**config.mk**
```make
export PLATFORM = sky130hd
export DESIGN_NAME = mfalu_ctrl
export DESIGN_NICKNAME = d
export VERILOG_FILES = /design/src/hw/rtl/mfalu_pkg.sv /design/src/hw/rtl/mfalu_ctrl.sv
export SDC_FILE = /design/constraint.sdc
export NUM_CORES = 1
export LEC_CHECK = 0
export BUFFER_PORTS_ARGS = -buffer_cell sky130_fd_sc_hd__buf_2
export CAP_MARGIN = 0
export CELL_PAD_IN_SITES_DETAIL_PLACEMENT = 1
export CELL_PAD_IN_SITES_GLOBAL_PLACEMENT = 1
export CORE_ASPECT_RATIO = 1.2
export CORE_MARGIN = 2
export CORE_UTILIZATION = 41
export CTS_BUF_LIST = sky130_fd_sc_hd__clkbuf_8
export CTS_CLUSTER_DIAMETER = 150
export DETAILED_ROUTE_END_ITERATION = 16
export HOLD_SLACK_MARGIN = 0.15
export PLACE_DENSITY_LB_ADDON = 0.1
export SLEW_MARGIN = 20
export SYNTH_ARGS = -nofsm -noshare
export SYNTH_HDL_FRONTEND = slang
export SYNTH_SLANG_ARGS = --single-unit
```
**constraint.sdc**
```tcl
create_clock -name clock -period 2.4 [get_ports clock]
set_input_delay 0.36 -clock clock [delete_from_list [all_inputs] [get_ports clock]]
set_output_delay 0.36 -clock clock [all_outputs]
set_load 0.1 [all_outputs]
```
**src/hw/rtl/mfalu_pkg.sv**
```systemverilog
package mfalu_pkg;

   localparam logic [2:0] KIND_MUL = 3'd0;
   localparam logic [2:0] KIND_DIV = 3'd1;
   localparam logic [2:0] KIND_ADD = 3'd2;
   localparam logic [2:0] KIND_SUB = 3'd3;
   localparam logic [2:0] KIND_CMP = 3'd4;

   localparam logic [1:0] ORDER_LESS    = 2'd0;
   localparam logic [1:0] ORDER_EQUAL   = 2'd1;
   localparam logic [1:0] ORDER_GREATER = 2'd2;

   typedef enum logic [2:0] {
      MS_IMP_A = 3'd0,
      MS_IMP_B = 3'd1,
      MS_P1    = 3'd2,
      MS_P2    = 3'd3,
      MS_DEN   = 3'd4
   } mul_src_type;

   typedef enum logic [1:0] {
      DS_NUM_G   = 2'd0,
      DS_DEN_G   = 2'd1,
      DS_NUM_DEN = 2'd2
   } div_src_type;

   typedef struct packed {
      logic        load;
      logic        mul_start;
      logic        mul_save;
      mul_src_type mul_src;
      logic        combine;
      logic        gcd_init;
      logic        gcd_step;
      logic        gcd_shift;
      logic        div_start;
      logic        div_save;
      div_src_type div_src;
      logic        out_load;
   } cmd_type;

   typedef struct packed {
      logic mul_busy;
      logic div_busy;
      logic arith;
      logic u_zero;
      logic k_zero;
   } status_type;

endpackage

```
**src/hw/rtl/mfalu_ctrl.sv**
```systemverilog
module mfalu_ctrl (
   input  logic                  clock,
   input  logic                  reset,
   input  logic                  req_valid,
   output logic                  req_stall,
   output logic                  rsp_valid,
   input  logic                  rsp_stall,
   input  mfalu_pkg::status_type status,
   output mfalu_pkg::cmd_type    cmd
);
   import mfalu_pkg::*;

   typedef enum logic [11:0] {
      ST_IDLE      = 12'b000000000001,
      ST_IMP_GO    = 12'b000000000010,
      ST_IMP_WAIT  = 12'b000000000100,
      ST_PRD_GO    = 12'b000000001000,
      ST_PRD_WAIT  = 12'b000000010000,
      ST_COMBINE   = 12'b000000100000,
      ST_GCD_INIT  = 12'b000001000000,
      ST_GCD_RUN   = 12'b000010000000,
      ST_GCD_SHIFT = 12'b000100000000,
      ST_DIV_GO    = 12'b001000000000,
      ST_DIV_WAIT  = 12'b010000000000,
      ST_FINISH    = 12'b100000000000
   } state_type;

   state_type   state_ff, state_in;
   mul_src_type msrc_ff, msrc_in;
   div_src_type dsrc_ff, dsrc_in;
   logic        rvalid_ff, rvalid_in;
   logic        out_free;

   assign out_free  = !rvalid_ff || !rsp_stall;
   assign req_stall = (state_ff != ST_IDLE);

   always_comb begin
      state_in = state_ff;
      msrc_in  = msrc_ff;
      dsrc_in  = dsrc_ff;
      cmd      = '0;
      cmd.mul_src = msrc_ff;
      cmd.div_src = dsrc_ff;
      case (state_ff)
         ST_IDLE: begin
            if (req_valid) begin
               cmd.load = 1'b1;
               msrc_in  = MS_IMP_A;
               state_in = ST_IMP_GO;
            end
         end
         ST_IMP_GO: begin
            cmd.mul_start = 1'b1;
            state_in      = ST_IMP_WAIT;
         end
         ST_IMP_WAIT: begin
            if (!status.mul_busy) begin
               cmd.mul_save = 1'b1;
               if (msrc_ff == MS_IMP_A) begin
                  msrc_in  = MS_IMP_B;
                  state_in = ST_IMP_GO;
               end else begin
                  msrc_in  = MS_P1;
                  state_in = ST_PRD_GO;
               end
            end
         end
         ST_PRD_GO: begin
            cmd.mul_start = 1'b1;
            state_in      = ST_PRD_WAIT;
         end
         ST_PRD_WAIT: begin
            if (!status.mul_busy) begin
               cmd.mul_save = 1'b1;
               case (msrc_ff)
                  MS_P1: begin
                     msrc_in  = MS_P2;
                     state_in = ST_PRD_GO;
                  end
                  MS_P2: begin
                     msrc_in  = MS_DEN;
                     state_in = ST_PRD_GO;
                  end
                  default: state_in = ST_COMBINE;
               endcase
            end
         end
         ST_COMBINE: begin
            cmd.combine = 1'b1;
            state_in    = status.arith ? ST_GCD_INIT : ST_FINISH;
         end
         ST_GCD_INIT: begin
            cmd.gcd_init = 1'b1;
            state_in     = ST_GCD_RUN;
         end
         ST_GCD_RUN: begin
            if (status.u_zero) begin
               state_in = ST_GCD_SHIFT;
            end else begin
               cmd.gcd_step = 1'b1;
            end
         end
         ST_GCD_SHIFT: begin
            // restore the common power of two
            if (status.k_zero) begin
               dsrc_in  = DS_NUM_G;
               state_in = ST_DIV_GO;
            end else begin
               cmd.gcd_shift = 1'b1;
            end
         end
         ST_DIV_GO: begin
            cmd.div_start = 1'b1;
            state_in      = ST_DIV_WAIT;
         end
         ST_DIV_WAIT: begin
            if (!status.div_busy) begin
               cmd.div_save = 1'b1;
               case (dsrc_ff)
                  DS_NUM_G: begin
                     dsrc_in  = DS_DEN_G;
                     state_in = ST_DIV_GO;
                  end
                  DS_DEN_G: begin
                     dsrc_in  = DS_NUM_DEN;
                     state_in = ST_DIV_GO;
                  end
                  default: state_in = ST_FINISH;
               endcase
            end
         end
         ST_FINISH: begin
            // hold until the output word is free
            if (out_free) begin
               cmd.out_load = 1'b1;
               state_in     = ST_IDLE;
            end
         end
         default: state_in = ST_IDLE;
      endcase
   end

   always_comb begin
      rvalid_in = rvalid_ff;
      if (rvalid_ff && !rsp_stall) begin
         rvalid_in = 1'b0;
      end
      if (cmd.out_load) begin
         rvalid_in = 1'b1;
      end
   end

   always_ff @(posedge clock) begin
      if (reset) begin
         state_ff  <= ST_IDLE;
         msrc_ff   <= MS_IMP_A;
         dsrc_ff   <= DS_NUM_G;
         rvalid_ff <= 1'b0;
      end else begin
         state_ff  <= state_in;
         msrc_ff   <= msrc_in;
         dsrc_ff   <= dsrc_in;
         rvalid_ff <= rvalid_in;
      end
   end

   assign rsp_valid = rvalid_ff;

`ifndef SYNTHESIS
   a_mul_start_idle: assert property (@(posedge clock) disable iff (reset)
      cmd.mul_start |-> !status.mul_busy) else $error("multiplier restarted while busy");
   a_div_start_idle: assert property (@(posedge clock) disable iff (reset)
      cmd.div_start |-> !status.div_busy) else $error("divider restarted while busy");
   a_no_overwrite: assert property (@(posedge clock) disable iff (reset)
      cmd.out_load |-> (!rvalid_ff || !rsp_stall)) else $error("pending result overwritten");
   a_result_shown: assert property (@(posedge clock) disable iff (reset)
      cmd.out_load |=> rvalid_ff) else $error("loaded result not presented");
`endif
endmodule

```
# --- Yosys cells after proc, flatten, opt, wreduce, memory -nomap -nowiden ---
# Index checks and enable logic that the tools add are counted.
word_totals:
  in_bits: 9
  out_inout_bits: 17
  wordCells: 85
  regBits: 18
classes:
  eq_ne: 25
  n_reduce_logical: 16
  muxes: 40
ops:
  columns: ["op", "count"]
  rows:
  - ["12-bit case mux with 12 select lines", 1]
  - ["12-bit 2-to-1 mux", 9]
  - ["1-bit 2-to-1 mux", 18]
  - ["2-bit inequality test, second input constant", 7]
  - ["12-bit by 1-bit equality test with 1-bit output, second input constant", 1]
  - ["12-bit by 10-bit equality test with 1-bit output, second input constant", 1]
  - ["12-bit by 11-bit equality test with 1-bit output, second input constant", 1]
  - ["12-bit equality test, second input constant", 1]
  - ["12-bit by 2-bit equality test with 1-bit output, second input constant", 1]
  - ["12-bit by 3-bit equality test with 1-bit output, second input constant", 1]
  - ["12-bit by 4-bit equality test with 1-bit output, second input constant", 1]
  - ["12-bit by 5-bit equality test with 1-bit output, second input constant", 1]
  - ["12-bit by 6-bit equality test with 1-bit output, second input constant", 1]
  - ["12-bit by 7-bit equality test with 1-bit output, second input constant", 1]
  - ["12-bit by 8-bit equality test with 1-bit output, second input constant", 1]
  - ["12-bit by 9-bit equality test with 1-bit output, second input constant", 1]
  - ["12-bit by 1-bit inequality test with 1-bit output, second input constant", 1]
  - ["3-bit 2-to-1 mux", 3]
  - ["3-bit case mux with 3 select lines", 1]
  - ["2-bit case mux with 2 select lines", 2]
  - ["2-bit OR reduction", 4]
  - ["7-bit AND reduction", 1]
  - ["3-bit by 2-bit equality test with 1-bit output, second input constant", 2]
  - ["2-bit 2-to-1 mux", 3]
  - ["14 further kinds", 17]

# --- Logic depth before layout (Yosys ltp) ---
logic_depth:
  depth_word: 5
  ltp_mapped: 7
  mapped_depth_nobuf: 6

# --- Least setup slack after synthesis ---
# No wires, ideal clock.
synth_path:
  path_type: "register to register"
  start: "reg state_ff[8]"
  end: "reg state_ff[6]"
  setup_time_ns: 0.070
  required_ns: 2.330
  setup_slack_ns: -1.216
  period_less_slack_ns: 3.616
  t_arrival_ns: 3.545
  path_stages_with_launch: 6
  path_buffers: 1
  path_cell_list: "dfxtp_1 > buf_6 > nor4_4 > nand2_1 > nor3_1 > and3_1"
synth_via:
  elab_chain_len: 3
  word_cells_on_any_way: 21
  classes_between: "eq/ne: 19; mux: 1; reduce/logical: 1"
synth_lines:
  columns: ["item", "line", "text"]
  rows:
  - ["start: declaration", "mfalu_ctrl.sv:28", "state_type state_ff, state_in;"]
  - ["start signal: assignment", "mfalu_ctrl.sv:160", "state_ff <= state_in;"]
  - ["12-bit equality test (tied with other cells)", "mfalu_ctrl.sv:44", "case (state_ff)"]
  - ["2-bit inequality test (no line)", null, null]
  - ["7-bit AND reduction (no line)", null, null]
# Several ways; a longest one is shown, not always the timed one.
# A chain may end at the register's enable or synchronous reset.

==> impl_metrics.yaml <==
outcome:
  status: "finished clean"
sta:
  slew_violations: 0
  finalSetupViolCount: 0
  final.setup_skew_ns: 0.00483
  period_needed_ns: 2.31
  slew_headroom_pct: 66.0
  rsz0062_at_grt: "no"
  worstMarginPinSlew_ns: 0.506
  whs_ns: 0.344
  post-route-period-util_pct: 96.3
  finalHoldViolCount: 0
  fmax_mhz: 433
global_route:
  grt_max_degree: 16
  grt.total_usage_pct: 21.1
  grt-ovfl-total: 0
  antenna_found_initial: 0
  grt_pass1_wl_um: 6110
  grt_pass1_vias: 1272
clock_network:
  clkLatencyLatePin_ns: 0.26
  htree_levels: 1
  clock-root-buffer: "clkbuf_8"
  cts_tree: "done"
  numCtsBuffers: 3
  cts_num_sinks: 18
  clk_pin_slew_ns: 0.08
  ctsHoldBuffers: 0
  cts.path.max_buffers: 2
critical_path:
  critPathTopFamily: "simple AND/OR/NAND/NOR gates"
  startpoint_type: "flop"
  end_kind: "primary output"
  critPathBufInv: 1
  crit_chain: "nor4_2, nand2_1, nor3_2, buf_12"
  r2r_slack_ns: 0.29
  slowest_stage: "nor4_2"
  arrival_ns: 1.95
  cp.required_ns: 2.04
  worstPathMaxFanout: 8
  worstSetupPathType: "flop to primary output"
  slowest_delay_ns: 0.55
die:
  io_pins: 26
  die_h_um: 65.8
  start_util_pct: 42.7
  core_area_um2: 3060
  die_w_um: 55.5
  die_area_um2: 3650
  rows: 22
routing:
  routed_wl_um: 3620
  route.vias.total: 1320
  via_per_inst: 6.03
  detail-route-antenna-nets: 0
  wl_per_cell_um: 16.5
  dr.pass1.iters: 4
  drc: 0
  drt_iter0_drc: 44
synth:
  ys_types: 51
  syn_nets: 173
  syn_avg_cell_area_um2: 7.96
  synth-simple-area-share_pct: 40.7
  syn-cell-area_um2: 1310
  syn_inst: 164
  yosys.area.top_type: "dfxtp_1"
  synthTopCellsByArea: "dfxtp_1, nor2_1, a21oi_1"
  synth_fa_ha_area_share_pct: 0
  synthArstFlopShare_pct: 0
  synth_top_family_by_area: "simple AND/OR/NAND/NOR gates"
  synth_compound_area_share_pct: 17.7
  synthXorXnorAreaFrac_pct: 4.03
  yosysSeqAreaShare_pct: 27.6
  synth_top_area_share_pct: 27.6
  synth_mux_area_share_pct: 2.30
  synth_edf_count: 0
  ys_ff_latch: 18
  ys.warnings.count: 0
  synth_ff_type: "dfxtp_1"
cells_and_area:
  final_cell_mix: "dfxtp_1, buf_2, nor2_1, nand2_1, a21oi_1"
  drive_gt1_share_pct: 28.4
  final_common_cell: "dfxtp_1"
  instances_no_fill: 219
  n_antenna_cell: 0
  layout.nets: 193
  area.growth.synth_to_final_pct: 27.6
placement:
  hpwl_um: 2860
  dp_cells: 214
  place_congestion: 0.858
  placement.io_buffers: 25
min_path:
  hold_class: "input pin to flop"
power:
  powerDensity_nw_per_um2: 585
  ir_drop_mv: 0.451
  leakage_uw: 0.000624
flow_run:
  drv_cap: 0
-- registers in the layout, summed over array words and instances, names as in the netlist --
| register | cells |
|---|---|
| msrc_ff | 3 |
| rsp_valid | 1 |
| state_ff | 12 |
| dsrc_ff | 2 |
-- path summary, 6_finish.rpt --
kind	startpoint	depth (start not counted)	end
setup reg to reg	state_ff[3]$_SDFFE_PP0P_	5	msrc_ff[1]$_SDFFE_PP0P_
hold reg to reg	rsp_valid$_SDFFE_PP0P_	2	rsp_valid$_SDFFE_PP0P_
setup / recovery	state_ff[3]$_SDFFE_PP0P_	4	cmd[8]
hold / removal	status[2]	2	state_ff[6]$_SDFFE_PP0P_
-- layer usage --
| layer | share of wire (%) | global-route usage [%] | wire (um) |
|---|---|---|---|
| met5 | 0 | 0 | 0 |
| met4 | 1.7 | 7.62 | 62 |
| met3 | 2.7 | 2.35 | 98 |
| met2 | 52 | 40.0 | 1890 |
| met1 | 43 | 24.3 | 1570 |
-- metrics by stage --
stage	cell area (um2)	total power (uW)	util [%]	setup TNS, ns	worst slack, ns
global placement	1570	704	51.4	0	0.343
global route	1670	1020	54.5	0	0.00345
CTS	1630	971	53.2	0	0.0122
floorplan	1340	623	-	-0.990	-0.306
finish	1670	974	54.5	0	0.0884
detailed placement	1570	710	51.4	0	0.292
-- kinds of logic after synthesis --
family	count (synthesis)
DFF	18
and+or+nand+nor	85
buffers and inverters	20
muxes	3
xor gates and xnor gates	6
AOI/OAI and AO/OA	32
-- synth_stat cells (5+ instances only) --
library cell and number:
a21oi_1 11, buf_2 5, clkbuf_1 5, dfxtp_1 18
inv_1 6, nand2_1 13, nand4_1 5, nor2_1 17
nor3_1 8, xnor2_1 5
-- timing repair --
item | 4_1_cts | 5_1_grt
setup buffers | 0 | 1
gates resized for setup | 0 | 6
setup endpoints to repair | 0 | 6
-- layout make-up --
cell class / count / area, um2
Multi-Input combinational cell: 126 / 905
Inverter: 7 / 26.3
Clock buffer: 4 / 55.1
Tap cell: 36 / 45.0
Timing Repair Buffer: 28 / 273
Sequential cell: 18 / 362
Fill cell: 372 / 1390
-- power breakdown --
part | switching [uW] | internal (uW)
clock | 116 | 146
sequential | 34.7 | 309
combinational | 239 | 130
No activity file was read; power rests on OpenSTA's default activity.
